**src/rtl/lzfu_pkg.sv**
```systemverilog
`timescale 1ns / 1ps

package lzfu_pkg;

	// Window geometry and preload length
	localparam int WinSize = 4096;
	localparam int WinAw   = 12;
	localparam int DictLen = 207;

	// Configuration port
	localparam int ApbAw = 3;
	localparam logic RegOutLimit = 1'b0;

	// Reference length bias: low nibble plus two
	localparam int LenBias = 2;

	typedef logic [WinAw-1:0] win_addr_t;

	typedef enum logic [1:0] {
		ST_DATA     = 2'd0,
		ST_END      = 2'd1,
		ST_OVERFLOW = 2'd2,
		ST_TRUNC    = 2'd3
	} status_t;

	// One write into the window memory
	typedef struct packed {
		logic      en;
		win_addr_t addr;
		logic [7:0] data;
	} win_wr_t;

	// Preloaded RTF dictionary, first character in the top byte
	localparam logic [8*DictLen-1:0] RTF_DICT = {
		"{\\rtf1\\ansi\\mac\\deff0\\deftab720",
		"{\\fonttbl;}",
		"{\\f0\\fnil \\froman \\fswiss \\fmodern \\fscript \\fdecor ",
		"MS Sans SerifSymbolArialTimes New RomanCourier",
		"{\\colortbl\\red0\\green0\\blue0\015\012",
		"\\par \\pard\\plain\\f0\\fs20\\b\\i\\u\\tab\\tx"
	};

	// Dictionary byte at position idx (idx below DictLen)
	function automatic logic [7:0] dict_byte(input logic [7:0] idx);
		return RTF_DICT[8*(DictLen-1-int'(idx)) +: 8];
	endfunction

endpackage

```
**src/rtl/lzfu_if.sv**
```systemverilog
`timescale 1ns / 1ps

// Compressed byte channel
interface lzfu_in_if;
	logic       valid;
	logic       ready;
	logic [7:0] in_byte;
	logic       in_last;

	modport source (output valid, output in_byte, output in_last, input ready);
	modport sink (input valid, input in_byte, input in_last, output ready);
endinterface

// Decompressed result channel
interface lzfu_out_if;
	logic                valid;
	logic                ready;
	logic [7:0]          out_byte;
	lzfu_pkg::status_t   status;
	logic                last_of_run;

	modport source (output valid, output out_byte, output status, output last_of_run,
		input ready);
	modport sink (input valid, input out_byte, input status, input last_of_run,
		output ready);
endinterface

```
**src/rtl/lzfu_ctrl.sv**
```systemverilog
`timescale 1ns / 1ps

module lzfu_ctrl (
	input  logic                clk,
	input  logic                arst_n,
	input  logic [31:0]         out_limit,
	input  logic                win_ready,
	lzfu_in_if.sink             compressed,
	lzfu_out_if.source          decompressed,
	output lzfu_pkg::win_addr_t rd_addr,
	input  logic [7:0]          rd_data,
	output lzfu_pkg::win_wr_t   wr
);
	import lzfu_pkg::*;

	typedef enum logic [1:0] {
		PH_FLAG = 2'd0,
		PH_ITEM = 2'd1,
		PH_LOW  = 2'd2
	} phase_t;

	typedef enum logic {
		S_IDLE,
		S_COPY
	} state_t;

	state_t     state_q;
	phase_t     phase_q;
	phase_t     adv_phase;
	logic [7:0] ctrl_q;
	logic [2:0] bit_q;
	logic [7:0] ref_high_q;
	win_addr_t  wp_q;
	logic [31:0] cnt_q;
	logic       halted_q;
	win_addr_t  src_q;
	logic [4:0] left_q;
	logic       end_after_q;

	logic       ov_q;
	logic [7:0] ob_q;
	status_t    os_q;
	logic       ol_q;

	logic        can_emit;
	logic        accept;
	logic        copy_fire;
	logic        cur_bit;
	logic [15:0] ref_word;
	win_addr_t   ref_off;
	logic [4:0]  ref_len;
	logic        lit_over;
	logic        ref_over;
	logic        lit_write;

	// Output register frees up when empty or being taken
	assign can_emit = !ov_q || decompressed.ready;
	assign compressed.ready = win_ready && (state_q == S_IDLE) && can_emit;
	assign accept = compressed.valid && compressed.ready;
	assign copy_fire = (state_q == S_COPY) && can_emit;

	// Decode the current control bit and a reference
	assign cur_bit  = ctrl_q[bit_q];
	assign ref_word = {ref_high_q, compressed.in_byte};
	assign ref_off  = ref_word[15:4];
	assign ref_len  = {1'b0, ref_word[3:0]} + 5'(LenBias);
	assign lit_over = (cnt_q >= out_limit);
	assign ref_over = (({1'b0, cnt_q} + 33'(ref_word[3:0]) + 33'd1) >= {1'b0, out_limit});
	assign adv_phase = (bit_q == 3'd7) ? PH_FLAG : PH_ITEM;

	assign lit_write = accept && !halted_q && (phase_q == PH_ITEM) && !cur_bit && !lit_over;

	// Read the next source byte ahead; hold the address while stalled
	always_comb begin
		if (state_q == S_COPY) begin
			rd_addr = can_emit ? (src_q + 1'b1) : src_q;
		end else begin
			rd_addr = ref_off;
		end
	end

	// Window write: a literal or a copied byte at the write position
	assign wr.en   = lit_write || copy_fire;
	assign wr.addr = wp_q;
	assign wr.data = (state_q == S_COPY) ? rd_data : compressed.in_byte;

	// Parser, copy sequencer and output register
	always_ff @(posedge clk or negedge arst_n) begin
		if (!arst_n) begin
			state_q     <= S_IDLE;
			phase_q     <= PH_FLAG;
			ctrl_q      <= '0;
			bit_q       <= '0;
			ref_high_q  <= '0;
			wp_q        <= WinAw'(DictLen);
			cnt_q       <= '0;
			halted_q    <= 1'b0;
			src_q       <= '0;
			left_q      <= '0;
			end_after_q <= 1'b0;
			ov_q        <= 1'b0;
			ob_q        <= '0;
			os_q        <= ST_DATA;
			ol_q        <= 1'b0;
		end else begin
			if (decompressed.ready) begin
				ov_q <= 1'b0;
			end
			case (state_q)
				S_IDLE: begin
					if (accept && !halted_q) begin
						case (phase_q)
							PH_ITEM: begin
								if (!cur_bit) begin
									if (lit_over) begin
										ov_q     <= 1'b1;
										ob_q     <= '0;
										os_q     <= ST_OVERFLOW;
										ol_q     <= 1'b1;
										halted_q <= 1'b1;
									end else begin
										ov_q     <= 1'b1;
										ob_q     <= compressed.in_byte;
										os_q     <= ST_DATA;
										ol_q     <= 1'b1;
										wp_q     <= wp_q + 1'b1;
										cnt_q    <= cnt_q + 32'd1;
										bit_q    <= bit_q + 1'b1;
										phase_q  <= adv_phase;
										halted_q <= compressed.in_last;
									end
								end else if (compressed.in_last) begin
									ov_q     <= 1'b1;
									ob_q     <= '0;
									os_q     <= ST_TRUNC;
									ol_q     <= 1'b1;
									halted_q <= 1'b1;
								end else begin
									ref_high_q <= compressed.in_byte;
									phase_q    <= PH_LOW;
								end
							end
							PH_LOW: begin
								if (ref_off == wp_q) begin
									ov_q     <= 1'b1;
									ob_q     <= '0;
									os_q     <= ST_END;
									ol_q     <= 1'b1;
									halted_q <= 1'b1;
								end else if (ref_over) begin
									ov_q     <= 1'b1;
									ob_q     <= '0;
									os_q     <= ST_OVERFLOW;
									ol_q     <= 1'b1;
									halted_q <= 1'b1;
								end else begin
									src_q       <= ref_off;
									left_q      <= ref_len;
									end_after_q <= compressed.in_last;
									bit_q       <= bit_q + 1'b1;
									phase_q     <= adv_phase;
									state_q     <= S_COPY;
								end
							end
							default: begin
								ctrl_q   <= compressed.in_byte;
								bit_q    <= '0;
								phase_q  <= PH_ITEM;
								halted_q <= compressed.in_last;
							end
						endcase
					end
				end
				S_COPY: begin
					// Move one byte per free output slot
					if (can_emit) begin
						ov_q   <= 1'b1;
						ob_q   <= rd_data;
						os_q   <= ST_DATA;
						ol_q   <= (left_q == 5'd1);
						wp_q   <= wp_q + 1'b1;
						cnt_q  <= cnt_q + 32'd1;
						src_q  <= src_q + 1'b1;
						left_q <= left_q - 5'd1;
						if (left_q == 5'd1) begin
							state_q  <= S_IDLE;
							halted_q <= end_after_q;
						end
					end
				end
				default: begin
					state_q <= S_IDLE;
				end
			endcase
		end
	end

	assign decompressed.valid       = ov_q;
	assign decompressed.out_byte    = ob_q;
	assign decompressed.status      = os_q;
	assign decompressed.last_of_run = ol_q;

endmodule

```
**src/flat_wrapper.sv**
```systemverilog
// flat-port wrapper written by rule: the top's interface ports become plain ports
module lzfu_ctrl_flat import lzfu_pkg::*;
  (clk, arst_n, out_limit, win_ready, rd_addr, rd_data, wr, compressed_valid, compressed_in_byte, compressed_in_last, compressed_ready, decompressed_valid, decompressed_out_byte, decompressed_status, decompressed_last_of_run, decompressed_ready);
  lzfu_in_if compressed_i ();
  lzfu_out_if decompressed_i ();
  input  logic clk;
  input  logic arst_n;
  input  logic [31:0] out_limit;
  input  logic win_ready;
  output lzfu_pkg::win_addr_t rd_addr;
  input  logic [7:0] rd_data;
  output lzfu_pkg::win_wr_t wr;
  input wire logic [$bits(compressed_i.valid)-1:0] compressed_valid;
  input wire logic [$bits(compressed_i.in_byte)-1:0] compressed_in_byte;
  input wire logic [$bits(compressed_i.in_last)-1:0] compressed_in_last;
  output wire logic [$bits(compressed_i.ready)-1:0] compressed_ready;
  output wire logic [$bits(decompressed_i.valid)-1:0] decompressed_valid;
  output wire logic [$bits(decompressed_i.out_byte)-1:0] decompressed_out_byte;
  output wire logic [$bits(decompressed_i.status)-1:0] decompressed_status;
  output wire logic [$bits(decompressed_i.last_of_run)-1:0] decompressed_last_of_run;
  input wire logic [$bits(decompressed_i.ready)-1:0] decompressed_ready;
  assign compressed_i.valid = compressed_valid;
  assign compressed_i.in_byte = compressed_in_byte;
  assign compressed_i.in_last = compressed_in_last;
  assign compressed_ready = compressed_i.ready;
  assign decompressed_valid = decompressed_i.valid;
  assign decompressed_out_byte = decompressed_i.out_byte;
  assign decompressed_status = decompressed_i.status;
  assign decompressed_last_of_run = decompressed_i.last_of_run;
  assign decompressed_i.ready = decompressed_ready;
  lzfu_ctrl u_core (.clk(clk), .arst_n(arst_n), .out_limit(out_limit), .win_ready(win_ready), .compressed(compressed_i), .decompressed(decompressed_i), .rd_addr(rd_addr), .rd_data(rd_data), .wr(wr));
endmodule
```
**config.mk**
```make
export PLATFORM = sky130hd
export DESIGN_NAME = lzfu_ctrl_flat
export DESIGN_NICKNAME = d
export VERILOG_FILES = /design/src/rtl/lzfu_pkg.sv /design/src/rtl/lzfu_if.sv /design/src/rtl/lzfu_ctrl.sv /design/src/flat_wrapper.sv
export SDC_FILE = /design/constraint.sdc
export NUM_CORES = 1
export LEC_CHECK = 0
export ABC_CLOCK_PERIOD_IN_PS = 6900
export BUFFER_PORTS_ARGS = -buffer_cell sky130_fd_sc_hd__clkbuf_2
export CAP_MARGIN = 20
export CORE_MARGIN = 2
export CORE_UTILIZATION = 30
export DETAILED_ROUTE_END_ITERATION = 7
export PLACE_DENSITY = 0.54
export SETUP_SLACK_MARGIN = 0.02
export SLEW_MARGIN = 20
export SYNTH_ARGS = -nofsm -noshare
export SYNTH_HDL_FRONTEND = slang
export SYNTH_SLANG_ARGS = --single-unit
export TNS_END_PERCENT = 50
```
**constraint.sdc**
```tcl
create_clock -name clk -period 6.9 [get_ports clk]
set_clock_uncertainty 0.15 [all_clocks]
set_input_delay 0.69 -clock clk [delete_from_list [all_inputs] [get_ports clk]]
set_output_delay 0.69 -clock clk [all_outputs]
set_load 0.01 [all_outputs]
```
-- Word-level counts from Yosys, hierarchy flattened
Index checks and enable logic that the tools add are counted.
- word-level logic and storage cells: 168
- register bits: 97
- input port bits: 54
- $add $sub $neg: 8
- magnitude comparators: 3
- bitwise gates (word level): 5
- multiplexer cells: 89
- reductions and logical operators: 25
- eq/ne operators: 23
- operators with widths (cell ; number):
    32-bit 2-to-1 mux ; 5
    12-bit 2-to-1 mux ; 11
    8-bit 2-to-1 mux ; 8
    32-bit one-hot mux with 2 select lines ; 1
    12-bit one-hot mux with 2 select lines ; 2
    32-bit by 4-bit adder with 33-bit output ; 1
    33-bit by 1-bit adder with 33-bit output, second input constant ; 1
    33-bit by 32-bit >= comparator with 1-bit output ; 1
    32-bit by 1-bit adder with 32-bit output, second input constant ; 1
    32-bit >= comparator ; 1
    8-bit one-hot mux with 2 select lines ; 2
    5-bit AND reduction ; 6
    1-bit 2-to-1 mux ; 26
    2-bit != test, second input constant ; 13
    5-bit 2-to-1 mux ; 5
    12-bit by 1-bit adder with 12-bit output, second input constant ; 2
    2-bit 2-to-1 mux ; 12
    1-bit one-hot mux with 2 select lines ; 7
    12-bit equality test ; 1
    3-bit 2-to-1 mux ; 4
    2-bit one-hot mux with 2 select lines ; 3
    6-bit AND reduction ; 2
    5-bit one-hot mux with 2 select lines ; 1
    1-bit logical AND ; 8
    other kinds (20) ; 29

-- Longest topological paths before layout
- depth after elaboration: 9
- mapped depth: 19

-- Least setup slack after synthesis
Ideal clock, no wire load.
- kind: input -> register
- start point: in compressed_in_byte[0]
- end point: reg u_core.bit_q[0]
- path slack: 2.353 ns
- setup time: 0.125 ns
- buffers on the path: 0
- data arrival time: 4.272 ns
- cell stages on the path: 17
- path through: inv_1 -> ha_1 -> inv_1 -> fa_1 -> a21o_1 -> a21oi_2 -> nand2b_1 -> nor2_1 -> xor2_1 -> ha_1 -> nand4_1 -> nor3_1 -> a21boi_0 -> o41a_1 -> o31ai_1 -> o211a_1 -> mux2_2
- word-level cells in the longest chain between the ends: 5
- ends and longest elaborated chain (item ; line ; text):
    from (decl) ; flat_wrapper.sv:14 ; input wire logic [$bits(compressed_i.in_byte)-1:0] compressed_in_byte;
    32-bit by 4-bit adder with 33-bit output ; lzfu_ctrl.sv:68 ; assign ref_over = (({1'b0, cnt_q} + 33'(ref_word[3:0]) + 33'd1) >= {1'b0, out_limit});
    33-bit by 1-bit adder with 33-bit output ; lzfu_ctrl.sv:68 ;
    33-bit by 32-bit >= comparator with 1-bit output ; lzfu_ctrl.sv:68 ;
    2-bit != test (no source line) ; n/a ;
    6-bit AND reduction (no source line) ; n/a ;
    to (signal assigned) ; lzfu_ctrl.sv:128 ; bit_q <= bit_q + 1'b1;
    to (signal assigned) ; lzfu_ctrl.sv:160 ; bit_q <= bit_q + 1'b1;
    to (decl) ; lzfu_ctrl.sv:31 ; logic [2:0] bit_q;
Every way passes these cells.
A chain may end at the register's enable or synchronous reset.

-- Worst setup path in the final report
- start point: in compressed_in_byte[1]
- end point: reg u_core.src_q[4]
- word-level cells in the longest chain between the ends: 5
- ends and longest elaborated chain (item ; line ; text):
    32-bit by 4-bit adder with 33-bit output ; lzfu_ctrl.sv:68 ;
    33-bit by 1-bit adder with 33-bit output ; lzfu_ctrl.sv:68 ;
    33-bit by 32-bit >= comparator with 1-bit output ; lzfu_ctrl.sv:68 ;
    2-bit != test (no source line) ; n/a ;
    4-bit AND reduction (no source line) ; n/a ;
    to (signal assigned) ; lzfu_ctrl.sv:157 ; src_q <= ref_off;
    to (signal assigned) ; lzfu_ctrl.sv:183 ; src_q <= src_q + 1'b1;
    to (decl) ; lzfu_ctrl.sv:36 ; win_addr_t src_q;
Every way passes these cells.

==> impl_metrics.yaml <==
run_status:
  status: "finished, final reports clean"
logic_synthesis:
  synth_top_area_share_pct: 30.6
  synth_edf_count: 0
  yosysMostFrequentCell: "dfrtp_1"
  yosys.area.top_type: "dfrtp_1"
  async_reset_ff_share_pct: 100
  synth-main-ff-cell: "dfrtp_1"
  syn_avg_cell_area_um2: 9.42
  ys_top_cells_by_count: "dfrtp_1, ha_1, xnor2_1"
  synth-seq-cells: 97
  synth_cells: 789
  yosys.cell_types.count: 61
  synth.area.top_cells: "dfrtp_1, ha_1, xnor2_1"
  syn_nets: 922
  yosysSeqAreaShare_pct: 32.8
  syn-cell-area_mm2: 0.00743
  ys_warn_count: 0
sta:
  slew_headroom_pct: 34.7
  finalCriticalPeriod_ps: 5640
  tightestPinTransition_ps: 979
  max_freq_mhz: 177
  hold_viol_final: 0
  rsz0062_at_grt: "no"
  holdWs_ps: 181
  final_max_slew_viol_count: 0
  fin_tns_setup_ps: 0
  finalSetupViolCount: 0
  period_share_pct: 81.7
setup_path:
  endpoint_kind: "register"
  cp_max_fo: 13
  cp.required_ps: 6990
  worstSetupPathType: "input pin to register"
  startpoint_type: "input pin"
  worstPathArrival_ps: 5730
clock_network:
  htreeDepth: 3
  root_buffer: "clkbuf_16"
  cts_made_buffers: 9
  tritoncts: "done"
  cts_hold_buf: 0
  clockBufferDepth: 2
  clkSlewWorstSetupHoldPaths_ps: 70
  insertion_delay_ps: 360
  cts_sinks: 97
  cts_setup_buffers: 0
  cts_resized: 0
floorplanning:
  ios: 100
  core-area_mm2: 0.0243
  initial_core_util_pct: 30.6
  die_h_um: 161
  fp.dieW_um: 161
  fp-row-count: 57
  die_area_mm2: 0.0260
global_route:
  antenna_found_initial: 0
  grt_pass1_wl_um: 34100
  grt_pass1_vias: 6086
  grt_max_degree: 63
  grt_usage_pct: 16.6
  grt_remaining_overflow: 0
worst_hold_path:
  hold_class: "input pin to async pin"
placed_design:
  gp_congestion: 0.835
  hpwl_um: 16000
  placed_area_mm2: 0.00823
  numPortBuffers: 99
detailed_routing:
  avgViaCountPerCell: 5.06
  drtIter0Drc: 302
  drt_first_pass_iters: 4
  vias: 6066
  antenna_left: 0
  routedWlPerCell_um: 17.5
  wirelength_um: 21000
  drc: 0
pwr:
  power.density_mw_per_mm2: 282
  vdd.ir_drop.worst_mv: 0.150
  leakagePower_nw: 3.96
layout:
  n_antenna_cell: 0
  area_delta_synth_final_pct: 15.2
  final_layout_size_suffix_gt1_share_pct: 22.1
  layout.nets: 1002
  final_cell_area_mm2: 0.00856
flow_run:
  timing.max_cap.violations: 0
-- logic make-up after synthesis --
kind of cell	Yosys count	synth area share, %
DFF	97	32.8
adders and majority gates	79	13.4
AOI/OAI and AO/OA	146	13.1
muxes	57	8.94
and+or+nand+nor	231	15.8
xor gates and xnor gates	98	11.5
buffers and inverters	81	4.41
-- flip-flops by register name (all words and copies together), names as in the netlist --
| name | count |
|---|---|
| u_core.ctrl_q | 8 |
| u_core.wp_q | 12 |
| u_core.decompressed.out_byte | 8 |
| u_core.decompressed.valid | 1 |
| u_core.decompressed.status | 2 |
| u_core.left_q | 5 |
| u_core.decompressed.last_of_run | 1 |
| u_core.end_after_q | 1 |
| u_core.ref_high_q | 8 |
| u_core.src_q | 12 |
| u_core.phase_q | 2 |
| u_core.bit_q | 3 |
| u_core.halted_q | 1 |
| u_core.cnt_q | 32 |
| u_core.state_q | 1 |
-- layout by cell type, fill, tap and decap left out, types with 5 or more instances in the layout --
cell type / Yosys / routed
clkbuf_2: 0 / 98
dfrtp_1: 91 / 90
ha_1: 78 / 78
xnor2_1: 72 / 72
nand2_1: 62 / 62
mux2_2: 52 / 52
nor2_1: 51 / 51
inv_1: 45 / 45
a21oi_1: 45 / 44
nand4_1: 28 / 28
xor2_1: 26 / 26
o21ai_0: 25 / 25
nand3_1: 21 / 21
o2111ai_1: 17 / 17
o211ai_1: 13 / 13
and3_1: 12 / 12
nor3_1: 10 / 10
clkbuf_16: 0 / 9
nor2b_1: 8 / 8
nand2b_1: 8 / 8
a32o_1: 8 / 8
nor4_1: 8 / 7
buf_4: 4 / 7
and4_1: 6 / 6
dfstp_2: 6 / 6
a21o_1: 5 / 5
-- worst paths after layout --
| check | cells after the start | end | slack [ps] | startpoint |
|---|---|---|---|---|
| max in group asynchronous | 2 | u_core.wp_q[8]$_DFFE_PN0P_ | 5270 | arst_n |
| min reg2reg | 2 | u_core.ctrl_q[0]$_DFFE_PN0P_ | 340 | u_core.ctrl_q[0]$_DFFE_PN0P_ |
| min | 1 | u_core.src_q[9]$_DFFE_PN0P_ | 180 | arst_n |
| max | 17 | u_core.src_q[4]$_DFFE_PN0P_ | 1260 | compressed_in_byte[1] |
| max reg2reg | 16 | u_core.src_q[4]$_DFFE_PN0P_ | 1340 | u_core.cnt_q[1]$_DFFE_PN0P_ |
| min in group clk | 2 | u_core.ctrl_q[0]$_DFFE_PN0P_ | 340 | u_core.ctrl_q[0]$_DFFE_PN0P_ |
-- area by class of cell --
type,count,area [um2]
clock inverter,7,93.8
inverter,45,169
fill,2508,15800
clock buffer,9,225
multi-input combinational,611,4690
timing repair buffer,105,543
sequential,97,2440
tap,324,405
-- power breakdown --
| group | switching [W] | internal [W] | total (W) | leakage [nW] |
|---|---|---|---|---|
| Clock | 0.000269 | 0.000263 | 0.000532 | 0.154 |
| Sequential | 0.000154 | 0.000712 | 0.000866 | 1.27 |
| Combinational | 0.000556 | 0.000457 | 0.00101 | 2.54 |
-- per-layer routing --
metal	GRT usage, %	share of wire, %
met1	23.1	48
met2	27.5	47
met3	2.72	3.8
met4	2.48	0.55
met5	0	0
-- stage by stage --
step | total power (W) | cells | worst slack [ps] | utilization (%)
6_report | 0.00241 | 1198 | 1260 | 35.2
5_1_grt | 0.00258 | 1198 | 929 | 35.2
4_1_cts | 0.00244 | 1198 | 1480 | 35.2
3_5_place_dp | 0.00190 | 1182 | 1120 | 33.9
3_3_place_gp | 0.00189 | 1182 | 1280 | 33.8
2_1_floorplan | 0.00155 | 789 | 2350 | -
-- critical path: stages --
cell and delay (ps):
clkbuf_2 180, ha_1 310, nor2b_1 120, o21a_1 130
o21ai_0 150, a21oi_1 820, nand4_1 370, nor2_1 240
xor2_1 90, ha_1 300, nand3_1 110, nor4_1 620
o41a_1 340, nor4_2 70, buf_4 200, nor2_2 550
mux2_2 410
Power figures use the tool's default switching activity.
