--- src/rtl/lzfu_pkg.sv ---
`timescale 1ns / 1ps

package lzfu_pkg;

	// Window geometry and preload length
	localparam int WinSize = 4096;
	localparam int WinAw   = 12;
	localparam int DictLen = 207;

	// Configuration port
	localparam int ApbAw = 3;
	localparam logic RegOutLimit = 1'b0;

	// Reference length bias: low nibble plus two
	localparam int LenBias = 2;

	typedef logic [WinAw-1:0] win_addr_t;

	typedef enum logic [1:0] {
		ST_DATA     = 2'd0,
		ST_END      = 2'd1,
		ST_OVERFLOW = 2'd2,
		ST_TRUNC    = 2'd3
	} status_t;

	// One write into the window memory
	typedef struct packed {
		logic      en;
		win_addr_t addr;
		logic [7:0] data;
	} win_wr_t;

	// Preloaded RTF dictionary, first character in the top byte
	localparam logic [8*DictLen-1:0] RTF_DICT = {
		"{\\rtf1\\ansi\\mac\\deff0\\deftab720",
		"{\\fonttbl;}",
		"{\\f0\\fnil \\froman \\fswiss \\fmodern \\fscript \\fdecor ",
		"MS Sans SerifSymbolArialTimes New RomanCourier",
		"{\\colortbl\\red0\\green0\\blue0\015\012",
		"\\par \\pard\\plain\\f0\\fs20\\b\\i\\u\\tab\\tx"
	};

	// Dictionary byte at position idx (idx below DictLen)
	function automatic logic [7:0] dict_byte(input logic [7:0] idx);
		return RTF_DICT[8*(DictLen-1-int'(idx)) +: 8];
	endfunction

endpackage

--- src/rtl/lzfu_cfg.sv ---
`timescale 1ns / 1ps

module lzfu_cfg (
	input  logic                        clk,
	input  logic                        arst_n,
	input  logic                        psel,
	input  logic                        penable,
	input  logic                        pwrite,
	input  logic [lzfu_pkg::ApbAw-1:0]  paddr,
	input  logic [31:0]                 pwdata,
	output logic [31:0]                 prdata,
	output logic                        pready,
	output logic [31:0]                 out_limit
);
	import lzfu_pkg::*;

	logic [31:0] out_limit_q;
	logic        hit;

	assign pready = 1'b1;
	assign hit    = (paddr[ApbAw-1:2] == RegOutLimit);

	// Take a write in the access phase
	always_ff @(posedge clk or negedge arst_n) begin
		if (!arst_n) begin
			out_limit_q <= 32'hFFFF_FFFF;
		end else if (psel && penable && pwrite && pready && hit) begin
			out_limit_q <= pwdata;
		end
	end

	// Read back the register, zero elsewhere
	assign prdata    = hit ? out_limit_q : 32'd0;
	assign out_limit = out_limit_q;

endmodule

--- config.mk ---
export PLATFORM = sky130hd
export DESIGN_NAME = lzfu_cfg
export DESIGN_NICKNAME = d
export VERILOG_FILES = /design/src/rtl/lzfu_pkg.sv /design/src/rtl/lzfu_cfg.sv
export SDC_FILE = /design/constraint.sdc
export NUM_CORES = 1
export LEC_CHECK = 0
export ABC_AREA = 0
export ABC_CLOCK_PERIOD_IN_PS = 870
export BUFFER_PORTS_ARGS = -buffer_cell sky130_fd_sc_hd__buf_2
export CORE_AREA = 2 2 65 67
export DETAILED_ROUTE_END_ITERATION = 10
export DIE_AREA = 0 0 67 69
export HOLD_SLACK_MARGIN = 0.03
export PLACE_DENSITY = 0.87
export SLEW_MARGIN = 0
export SYNTH_ARGS = -nofsm -noshare
export SYNTH_HDL_FRONTEND = slang
export SYNTH_SLANG_ARGS = --single-unit
--- constraint.sdc ---
create_clock -name clk -period 0.87 [get_ports clk]
set_input_delay 0.174 -clock clk [delete_from_list [all_inputs] [get_ports clk]]
set_output_delay 0.174 -clock clk [all_outputs]
set_load 0.03 [all_outputs]
Word-level counts from Yosys, hierarchy flattened:

Index checks and enable logic that the tools add are counted.

* flip-flop bits (word level): 32
* word-level logic and storage cells: 6

* reduce and logical (&&, ||, !) cells: 3
* bitwise logic cells: 1
* mux-type cells: 1

Operators with widths (number)
* $mux W32: 1
* $logic_and A1 B1 Y1: 3
* $not A1 Y1: 1

Longest topological paths before layout:

Gate-level depths: netlist of the first run.

* depth in word-level cells: 3
* depth in mapped cells: 3
* mapped depth without buffers: 2

Least setup slack after synthesis of the first run:

OpenSTA, ideal clock, no wires.

* kind: flip-flop to output port
* start: reg out_limit_q[0] (netlist: out_limit[0])
* end: out prdata[0]
* path slack: -0.408 ns
* buffers on the path: 0
* required time: 0.696 ns
* cell stages (with the launch flop): 2
* arrival: 1.104 ns
* path through: dfstp_2 -> nor2b_1

* word-level cells in the longest chain between the ends: 1

Ends and longest elaborated chain
* start: declaration: line lzfu_cfg.sv:17 `logic [31:0] out_limit_q;`
* start signal: assignment: line lzfu_cfg.sv:28 `out_limit_q <= pwdata;`
* $mux W32: line lzfu_cfg.sv:33 `assign prdata = hit ? out_limit_q : 32'd0;`
* end: declaration: line lzfu_cfg.sv:11 `output logic [31:0] prdata,`

Every way passes these cells.

Worst setup path after layout of the first run:

* start: reg out_limit_q[30] (netlist: out_limit[30])
* end: out prdata[30]

The elaborated chain is that of the path after synthesis.

==> results of run 1 <==
-- cell usage after synthesis --
| master | instances |
|---|---|
| sky130_fd_sc_hd__dfstp_2 | 32 |
| sky130_fd_sc_hd__conb_1 | 1 |
| sky130_fd_sc_hd__buf_4 | 1 |
| sky130_fd_sc_hd__clkbuf_1 | 3 |
| sky130_fd_sc_hd__nand4b_4 | 1 |
| sky130_fd_sc_hd__nor2b_1 | 32 |
| sky130_fd_sc_hd__buf_6 | 3 |
| sky130_fd_sc_hd__mux2_2 | 2 |
| sky130_fd_sc_hd__mux2_4 | 30 |
-- timing repair --
action	in CTS	in global routing
endpoints found under the setup margin	64	66
setup buffers	8	29
resized for setup	129	29
hold endpoints to repair	0	0
cloned	0	0
-- area by class of cell --
class	instances	area share (%)
multi-input cells	66	28.3
repair buffers	144	41.7
well taps	50	1.88
flip-flops and latches	32	25.3
clock buffers	7	2.90
-- worst max-delay path, cell delays in order (launching register included) --
cell                      delay, ns
sky130_fd_sc_hd__dfstp_2       0.55
sky130_fd_sc_hd__nor2b_4       0.19
sky130_fd_sc_hd__buf_6         0.15
-- per-stage QoR --
step	hold WS [ns]	cells	power (mW)	worst slack (ns)
after global routing	0.0667	299	8.39	-0.481
final	0.0525	299	8.08	-0.468
after CTS	0.0564	272	7.34	-0.433
after global placement	0.344	257	5.14	-0.211
after floorplan	0.0262	105	4.44	-0.187
after detailed placement	0.360	257	5.22	-0.239
-- cell families (layout without fill, tap and decap cells) --
family	Yosys count	in the layout	synth area share, %
other cells	1	1	0.235
buf+inv	7	151	3.30
mux	32	32	29.7
simple gates	33	33	14.0
flops	32	32	52.7
-- metal layers --
| metal | share of wire, % | GRT usage [%] | vias up |
|---|---|---|---|
| met4 | 2.6 | 9.30 | 0 |
| met3 | 7.2 | 8.32 | 14 |
| met5 | 0 | 0 | - |
| met2 | 57 | 35.5 | 81 |
| met1 | 33 | 23.7 | 695 |
| li1 | - | - | 629 |
-- final timing paths --
kind | startpoint | endpoint | slack (ns) | cells after the start
setup / recovery | out_limit[30]$_DFFE_PN1P_ | prdata[30] | -0.47 | 2
hold / removal | arst_n | out_limit[27]$_DFFE_PN1P_ | 0.05 | 2
setup reg to reg | out_limit[19]$_DFFE_PN1P_ | out_limit[19]$_DFFE_PN1P_ | -0.10 | 3
hold reg to reg | out_limit[7]$_DFFE_PN1P_ | out_limit[7]$_DFFE_PN1P_ | 0.63 | 1
min in group clk | pwdata[21] | out_limit[21]$_DFFE_PN1P_ | 0.12 | 2
max in group asynchronous | arst_n | out_limit[10]$_DFFE_PN1P_ | 0.78 | 2
-- power groups by stage --
stage                     registers, mW  clock network, mW  logic [mW]
after floorplan                    3.02                  0        1.42
after global placement             2.34                  0        2.80
after detailed placement           2.35                  0        2.87
after CTS                          2.41               1.24        3.69
after global routing               2.42               1.32        4.64
final                              2.39               1.21        4.48
==> results.ini, run 1 <==
[run_status]
status=complete, but fails checks
failed_checks=negative setup slack

[floorplanning]
floorplan.die.width_um=67
fp-row-count=23
floorplan.io_pins=105
die_height_um=69
fp.coreArea_sq_um=3910
starting_density_of_the_core_pct=40.7
fp.dieArea_sq_um=4620

[clocking]
clock_tree.root_cell=sky130_fd_sc_hd__clkbuf_8
tritoncts.num_buffers=5
tritoncts=yes
clock_latency_ns=0.28
h-tree-depth=2
path_clk_slew_ns=0.06
max-clock-path-buffers=2
post_cts_hold_buffer_count=0
numClockSinks=32

[route]
num_vias=1419
vias_per_cell=4.75
drc_violation_count_after_routing=0
finalWirelength_um=5740
detail-route-antenna-nets=0
drt_iter0_drc=34
avgRoutedWirePerCell_um=19.2
dr.pass1.iters=4

[global_route]
grt_start_max_net_pins=33
grt_antenna_before_repair=0
wire_length_of_the_first_global_routing_pass_um=7330
vias_in_the_first_global_route=1462
grt_overflow=0
grt.total_usage_pct=21.4

[setup_path]
worstSetupPathType=flip-flop to output pin
max_fanout_on_critical_path=2
worstPathRequired_ns=0.70
critPathArrivalTime_ns=1.16
setup.worst_path.end_class=output pin
worstSetupStartpointType=flip-flop

[power]
power_frac_comb_pct=55.4
power.share.clock_pct=15.0
power_internal_mw=5.28
power_frac_seq_pct=29.6
power.static_leakage_nw=1.71
power_per_cell_area_nw_per_um2=2430
p_sw_share_pct=34.7
max-vdd-ir-drop_mv=1.42
power.net_switching_mw=2.80

[layout]
layout.cell_area.non_filler_sq_um=3330
ff_latch_area_sq_um=841
areaGrowthSynthToFinish_pct=109
number_of_fill_cells_in_the_layout=193
antenna_cells=0
max_reg_flops=32
final_core_utilization_pct=85.0
multi_input_comb_area_sq_um=941
final_common_cell=sky130_fd_sc_hd__buf_6
finish.net_count=289
final_layout_size_suffix_gt1_share_pct=99.6
most-common-layout-cells=sky130_fd_sc_hd__buf_6 (92), sky130_fd_sc_hd__buf_2 (36), sky130_fd_sc_hd__nor2b_4 (32), sky130_fd_sc_hd__dfstp_2 (32), sky130_fd_sc_hd__mux2_4 (30)

[placed_design]
place_congestion=0.702
numPortBuffers=101
place_hpwl_um=2870
placedInstanceArea_sq_um=2460

[timing]
period_share_pct=154
setup_total_negative_slack_ns=-24.04
post-route-worst-setup-slack_ns=-0.468
achievable_frequency_ghz=0.747
setup_violation_total_in_the_final_timing_report=71
final_period_demand_of_the_worst_path_ns=1.34
report.final.hold_viol_count=0
unrepaired_setup_endpoints_after_global_routing=true
timing_max_transition_violations_final=0
clock-skew-final_ns=0

[job]
cap_viol_max_count=0

[hold_path]
min_path_type=primary input to asynchronous set/reset pin

[synth]
yosysSeqAreaShare_pct=52.7
synth_largest_area_cell=sky130_fd_sc_hd__dfstp_2
yosys_warnings=0
synth.net_count=145
ys_ff_latch=32
synthTopCellsByArea=sky130_fd_sc_hd__dfstp_2 (53%), sky130_fd_sc_hd__mux2_4 (28%), sky130_fd_sc_hd__nor2b_1 (13%)
syn-instance-count=105
synthDominantCellAreaShare_pct=52.7
mappedNetlistArea_sq_um=1590
synth.distinct_cells=9
syn-mean-instance-area_sq_um=15.2

(Power assumes the default switching activity.)
==> run 2: changes to the inputs <==
--- a/config.mk
+++ b/config.mk
@@ -8,9 +8,9 @@
 export ABC_AREA = 0
 export ABC_CLOCK_PERIOD_IN_PS = 870
 export BUFFER_PORTS_ARGS = -buffer_cell sky130_fd_sc_hd__buf_2
-export CORE_AREA = 2 2 65 67
+export CORE_AREA = 2 2 62 70
 export DETAILED_ROUTE_END_ITERATION = 10
-export DIE_AREA = 0 0 67 69
+export DIE_AREA = 0 0 64 72
 export HOLD_SLACK_MARGIN = 0.03
 export PLACE_DENSITY = 0.87
 export SLEW_MARGIN = 0
==> run 2 against run 1 <==
Against the previous run: design area is 5.2% lower; fmax up 1.8%; the flow still finishes with violations (negative setup slack); largest cell class unchanged; non-clock buffer count decreased by 16; routed wire length decreased by 9.1%.
==> results.ini, run 2 (synthesis gave the netlist of run 1 again) <==
[setup_path]
max_fanout_on_critical_path=3  ; was 2
worst_r2r_startpoint=out_limit[5]$_DFFE_PN1P_  ; was out_limit[19]$_DFFE_PN1P_
critical_path.startpoint=out_limit[11]$_DFFE_PN1P_  ; was out_limit[30]$_DFFE_PN1P_
end_point_of_the_critical_path=prdata[11]  ; was prdata[30]
path_cells=nor2b_4 -> buf_6  ; unchanged
setup.worst_path.end_class=output pin  ; unchanged
worst_reg2reg_path_length_in_cells=4  ; was 3
critical_path_depth_in_cells=2  ; unchanged
max_stage_delay_ns=0.56  ; was 0.55 ns
reg2reg_setup_slack_ns=-0.14  ; was -0.10 ns
path_delay_family=flip-flops  ; unchanged
critPathSlowestCell=sky130_fd_sc_hd__dfstp_2  ; unchanged
worstPathRequired_ns=0.70  ; about the same
critPathBufInv=1  ; unchanged
worstSetupStartpointType=flip-flop  ; unchanged
timing.rr.end=out_limit[5]$_DFFE_PN1P_  ; was out_limit[19]$_DFFE_PN1P_
worstSetupPathType=flip-flop to output pin  ; unchanged
critPathArrivalTime_ns=1.14  ; was 1.16 ns

[floorplanning]
die_height_um=72  ; was 69 um
floorplan.io_pins=105  ; unchanged
fp-row-count=24  ; was 23
fp.dieArea_sq_um=4610  ; was 4620 sq um
floorplan.die.width_um=64  ; was 67 um
fp.coreArea_sq_um=3870  ; was 3910 sq um
starting_density_of_the_core_pct=41.1  ; was 40.7%

[layout]
areaGrowthSynthToFinish_pct=97.9  ; was 109%
final_cells=286  ; was 299
most-common-layout-cells=sky130_fd_sc_hd__buf_6 (79), sky130_fd_sc_hd__buf_2 (36), sky130_fd_sc_hd__nor2b_4 (32), sky130_fd_sc_hd__dfstp_2 (32), sky130_fd_sc_hd__mux2_4 (30)  ; was sky130_fd_sc_hd__buf_6 (92), sky130_fd_sc_hd__buf_2 (36), sky130_fd_sc_hd__nor2b_4 (32), sky130_fd_sc_hd__dfstp_2 (32), sky130_fd_sc_hd__mux2_4 (30)
final_layout_size_suffix_gt1_share_pct=98.7  ; was 99.6%
final_core_utilization_pct=81.4  ; was 85.0%
finish.net_count=273  ; was 289
final_common_cell=sky130_fd_sc_hd__buf_6  ; unchanged
max_reg_flops=32  ; unchanged
antenna_cells=0  ; unchanged

[power]
power_internal_mw=4.96  ; was 5.28 mW
power_frac_comb_pct=53.3  ; was 55.4%
power_per_cell_area_nw_per_um2=2420  ; was 2430 nW/um^2
max-vdd-ir-drop_mv=1.43  ; was 1.42 mV
power.static_leakage_nw=1.61  ; was 1.71 nW
p_sw_share_pct=35.1  ; was 34.7%
power_frac_seq_pct=31.6  ; was 29.6%
power.share.clock_pct=15.1  ; was 15.0%
power.net_switching_mw=2.68  ; was 2.80 mW

[route]
drt_iter0_drc=46  ; was 34
drc_violation_count_after_routing=0  ; unchanged
num_vias=1333  ; was 1,419
dr.pass1.iters=4  ; unchanged
vias_per_cell=4.66  ; was 4.75
avgRoutedWirePerCell_um=18.2  ; was 19.2 um
detail-route-antenna-nets=0  ; unchanged
finalWirelength_um=5210  ; was 5740 um

[timing]
report.final.hold_viol_count=0  ; unchanged
period_share_pct=151  ; was 154%
unrepaired_setup_endpoints_after_global_routing=true  ; unchanged
setup_total_negative_slack_ns=-23.12  ; was -24.04 ns
setup_violation_total_in_the_final_timing_report=67  ; was 71
post-route-worst-setup-slack_ns=-0.445  ; was -0.468 ns
clock-skew-final_ns=0  ; unchanged
final_period_demand_of_the_worst_path_ns=1.32  ; was 1.34 ns
achievable_frequency_ghz=0.760  ; was 0.747 GHz
timing_max_transition_violations_final=0  ; unchanged

[global_route]
wire_length_of_the_first_global_routing_pass_um=7130  ; was 7330 um
grt_start_max_net_pins=33  ; unchanged
vias_in_the_first_global_route=1399  ; was 1,462
grt.total_usage_pct=20.3  ; was 21.4%
grt_antenna_before_repair=0  ; unchanged
grt_overflow=0  ; unchanged

[placed_design]
dpl.cell_count=255  ; was 257
place_hpwl_um=3080  ; was 2870 um
place_congestion=0.761  ; was 0.702
numPortBuffers=101  ; unchanged
place_worst_setup_slack_ns=-0.216  ; was -0.239 ns

[hold_path]
min_path_type=primary input to asynchronous set/reset pin  ; unchanged

[clocking]
tritoncts.num_buffers=5  ; unchanged
tritoncts=yes  ; unchanged
h-tree-depth=2  ; unchanged
clock_tree.root_cell=sky130_fd_sc_hd__clkbuf_8  ; unchanged
post_cts_hold_buffer_count=0  ; unchanged
path_clk_slew_ns=0.06  ; about the same
clock_latency_ns=0.27  ; was 0.28 ns
numClockSinks=32  ; unchanged
max-clock-path-buffers=2  ; unchanged

[run_status]
status=complete, but fails checks  ; unchanged
failed_checks=negative setup slack  ; unchanged

[job]
cap_viol_max_count=0  ; unchanged

[run 2: cell types whose count changed in the layout (fill, tap and decap cells not counted)]
cell | previous run | this run
sky130_fd_sc_hd__clkbuf_8 | 7 | 6
sky130_fd_sc_hd__buf_6 | 92 | 79
sky130_fd_sc_hd__clkbuf_1 | 0 | 2
sky130_fd_sc_hd__buf_4 | 12 | 9
[run 2: cell type report]
type | instances | area (sq um)
clock buffer | 8 | 90.1
timing repair buffer | 128 | 1220
multi-input combinational | 66 | 941
fill | 189 | 719
sequential | 32 | 841
tap | 52 | 65.1
[run 2: timing repair]
item | 4_1_cts | 5_1_grt
gates resized for setup | 114 | 30
endpoints found under the setup margin | 64 | 66
setup buffers | 7 | 16
[run 2: per-stage QoR]
| step | hold WS (ns) | total power [mW] | area (sq um) |
|---|---|---|---|
| 2_1_floorplan | 0.0262 | 4.44 | 1840 |
| 3_3_place_gp | 0.348 | 5.11 | 2430 |
| 3_5_place_dp | 0.348 | 5.21 | 2430 |
| 4_1_cts | 0.0509 | 7.13 | 2930 |
| 5_1_grt | 0.0588 | 7.95 | 3150 |
| 6_report | 0.0407 | 7.64 | 3150 |
[run 2: routing by layer]
layer / wire, um / track usage [%]
met3: 222 / 5.89
met5: 0 / 0
met1: 1730 / 20.3
met2: 3150 / 39.8
met4: 110 / 6.52
[run 2: how the worst min path moves through the flow]
stage,startpoint,end,depth (start not counted)
3_5_place_dp,arst_n,out_limit[7]$_DFFE_PN1P_,2
4_1_cts,arst_n,out_limit[7]$_DFFE_PN1P_,2
2_1_floorplan,arst_n,out_limit[0]$_DFFE_PN1P_,0
6_report,arst_n,out_limit[11]$_DFFE_PN1P_,2
5_1_grt,arst_n,out_limit[11]$_DFFE_PN1P_,2
3_3_place_gp,arst_n,out_limit[11]$_DFFE_PN1P_,2
[run 2: power by group through the flow]
| stage | Sequential, mW | Combinational, mW | Clock (mW) |
|---|---|---|---|
| 2_1_floorplan | 3.02 | 1.42 | 0 |
| 3_3_place_gp | 2.34 | 2.77 | 0 |
| 3_5_place_dp | 2.36 | 2.84 | 0 |
| 4_1_cts | 2.39 | 3.56 | 1.18 |
| 5_1_grt | 2.45 | 4.22 | 1.27 |
| 6_report | 2.41 | 4.07 | 1.15 |
==> run 3: changes to the inputs <==
--- a/config.mk
+++ b/config.mk
@@ -13,7 +13,8 @@
 export DIE_AREA = 0 0 64 72
 export HOLD_SLACK_MARGIN = 0.03
 export PLACE_DENSITY = 0.87
-export SLEW_MARGIN = 0
+export SETUP_SLACK_MARGIN = 0.2
+export SLEW_MARGIN = 10
 export SYNTH_ARGS = -nofsm -noshare
 export SYNTH_HDL_FRONTEND = slang
 export SYNTH_SLANG_ARGS = --single-unit
==> run 3 against run 2 <==
Against the previous run: the flow still finishes with violations (negative setup slack); cell count is 12% higher; clock skew did not move; critical path type unchanged; via count grew 17%.
==> results.ini, run 3 (synthesis gave the netlist of run 1 again) <==
[setup_path]
critical_path_depth_in_cells=2  ; unchanged
timing.rr.end=out_limit[29]$_DFFE_PN1P_  ; was out_limit[5]$_DFFE_PN1P_
worst_reg2reg_path_length_in_cells=4  ; unchanged
path_cells=nor2b_4 -> buf_6  ; unchanged
reg2reg_setup_slack_ns=-0.15  ; was -0.14 ns
critPathBufInv=1  ; unchanged
critPathArrivalTime_ns=1.18  ; was 1.14 ns
max_fanout_on_critical_path=3  ; unchanged
worstSetupPathType=flip-flop to output pin  ; unchanged
path_delay_family=flip-flops  ; unchanged
worstSetupStartpointType=flip-flop  ; unchanged
end_point_of_the_critical_path=prdata[22]  ; was prdata[11]
worstPathRequired_ns=0.70  ; about the same
worst_r2r_startpoint=out_limit[29]$_DFFE_PN1P_  ; was out_limit[5]$_DFFE_PN1P_
max_stage_delay_ns=0.57  ; was 0.56 ns
critical_path.startpoint=out_limit[22]$_DFFE_PN1P_  ; was out_limit[11]$_DFFE_PN1P_
critPathSlowestCell=sky130_fd_sc_hd__dfstp_2  ; unchanged
setup.worst_path.end_class=output pin  ; unchanged

[clocking]
max-clock-path-buffers=2  ; unchanged
clock_tree.root_cell=sky130_fd_sc_hd__clkbuf_8  ; unchanged
path_clk_slew_ns=0.07  ; was 0.06 ns
h-tree-depth=2  ; unchanged
tritoncts.num_buffers=5  ; unchanged
clock_latency_ns=0.28  ; was 0.27 ns
tritoncts=yes  ; unchanged
post_cts_hold_buffer_count=0  ; unchanged
numClockSinks=32  ; unchanged

[power]
power.share.clock_pct=14.8  ; was 15.1%
p_sw_share_pct=35.2  ; was 35.1%
max-vdd-ir-drop_mv=1.54  ; was 1.43 mV
power_per_cell_area_nw_per_um2=2350  ; was 2420 nW/um^2
power_frac_seq_pct=28.9  ; was 31.6%
power_frac_comb_pct=56.2  ; was 53.3%
power.net_switching_mw=2.97  ; was 2.68 mW
power.static_leakage_nw=1.85  ; was 1.61 nW
power_internal_mw=5.46  ; was 4.96 mW

[placed_design]
place_congestion=0.655  ; was 0.761
place_hpwl_um=2970  ; was 3080 um
numPortBuffers=101  ; unchanged

[job]
cap_viol_max_count=0  ; unchanged

[layout]
areaGrowthSynthToFinish_pct=125  ; was 97.9%
final_core_utilization_pct=92.5  ; was 81.4%
number_of_fill_cells_in_the_layout=106  ; was 189
most-common-layout-cells=sky130_fd_sc_hd__buf_6 (100), sky130_fd_sc_hd__buf_2 (36), sky130_fd_sc_hd__nor2b_4 (32), sky130_fd_sc_hd__mux2_4 (32), sky130_fd_sc_hd__dfstp_2 (32)  ; was sky130_fd_sc_hd__buf_6 (79), sky130_fd_sc_hd__buf_2 (36), sky130_fd_sc_hd__nor2b_4 (32), sky130_fd_sc_hd__dfstp_2 (32), sky130_fd_sc_hd__mux2_4 (30)
finish.net_count=306  ; was 273
final_layout_size_suffix_gt1_share_pct=99.6  ; was 98.7%
max_reg_flops=32  ; unchanged
final_common_cell=sky130_fd_sc_hd__buf_6  ; unchanged

[route]
dr.pass1.iters=4  ; unchanged
drt_iter0_drc=40  ; was 46
avgRoutedWirePerCell_um=21.8  ; was 18.2 um
drc_violation_count_after_routing=0  ; unchanged
vias_per_cell=4.90  ; was 4.66
num_vias=1564  ; was 1,333
detail-route-antenna-nets=0  ; unchanged
finalWirelength_um=6960  ; was 5210 um

[timing]
timing_max_transition_violations_final=0  ; unchanged
report.final.hold_viol_count=0  ; unchanged
period_share_pct=155  ; was 151%
setup_total_negative_slack_ns=-26.73  ; was -23.12 ns
final_period_demand_of_the_worst_path_ns=1.35  ; was 1.32 ns
achievable_frequency_ghz=0.740  ; was 0.760 GHz
post-route-worst-setup-slack_ns=-0.482  ; was -0.445 ns
setup_violation_total_in_the_final_timing_report=96  ; was 67
holdWs_ns=0.0357  ; was 0.0407 ns
unrepaired_setup_endpoints_after_global_routing=true  ; unchanged
clock-skew-final_ns=0  ; unchanged

[global_route]
grt.total_usage_pct=23.8  ; was 20.3%
vias_in_the_first_global_route=1560  ; was 1,399
wire_length_of_the_first_global_routing_pass_um=8030  ; was 7130 um
grt_antenna_before_repair=0  ; unchanged
grt_start_max_net_pins=33  ; unchanged
grt_overflow=0  ; unchanged

[floorplanning]
floorplan.io_pins=105  ; unchanged
floorplan.die.width_um=64  ; unchanged
die_height_um=72  ; unchanged
starting_density_of_the_core_pct=41.1  ; unchanged
fp-row-count=24  ; unchanged
fp.dieArea_sq_um=4610  ; unchanged
fp.coreArea_sq_um=3870  ; unchanged

[run_status]
failed_checks=negative setup slack  ; unchanged
status=complete, but fails checks  ; unchanged

[hold_path]
min_path_type=primary input to asynchronous set/reset pin  ; unchanged

==> run 3: final cells by class <==
class	instances	area (sq um)	share of cell area [%]
flip-flops and latches	32	841	23.5
diodes	1	2.50	0.0698
clock buffers	7	96.3	2.69
well taps	52	65.1	1.82
repair buffers	161	1630	45.5
multi-input cells	66	948	26.5
==> run 3: routing by layer <==
layer	vias up	track usage (%)	part of all wire (%)
li1	667	-	-
met1	772	25.1	37
met2	103	44.6	54
met3	22	5.74	5.7
met4	0	10.4	3.0
met5	-	0	0
==> run 3: through the flow <==
stage          instance area (sq um)  instances  power [mW]  setup slack (ns)
6_report                        3580        319        8.43            -0.482
5_1_grt                         3580        318        8.70            -0.499
4_1_cts                         3210        285        7.44            -0.427
3_5_place_dp                    2470        261        5.25            -0.224
3_3_place_gp                    2470        261        5.17            -0.199
2_1_floorplan                   1850        105        4.46            -0.187
==> run 3: repair_timing <==
action	in CTS	in global routing
cloned	4	0
setup buffers	13	33
setup endpoints to repair	96	96
resized for setup	136	34
hold endpoints to repair	0	0
==> run 3: worst register-to-register path: cells and delay by family, from the launching register on <==
family	cells	cell delay, ns
multiplexers	1	0.25
flip-flops	1	0.39
buffers and inverters	3	0.31
==> run 3: power by group through the flow <==
stage	Sequential, mW	Clock [mW]	Combinational [mW]
after floorplan	3.02	0	1.43
after global placement	2.34	0	2.84
after detailed placement	2.34	0	2.90
after CTS	2.40	1.23	3.80
after global routing	2.48	1.35	4.88
final	2.44	1.25	4.74
==> run 3: how the worst min path moves through the flow <==
stage | from | end | slack (ns) | cells after the start
after floorplan | arst_n | out_limit[0]$_DFFE_PN1P_ | 0.03 | 0
after global placement | arst_n | out_limit[16]$_DFFE_PN1P_ | 0.35 | 2
after detailed placement | arst_n | out_limit[16]$_DFFE_PN1P_ | 0.35 | 2
after CTS | arst_n | out_limit[26]$_DFFE_PN1P_ | 0.05 | 2
after global routing | arst_n | out_limit[25]$_DFFE_PN1P_ | 0.06 | 2
final | arst_n | out_limit[24]$_DFFE_PN1P_ | 0.04 | 2
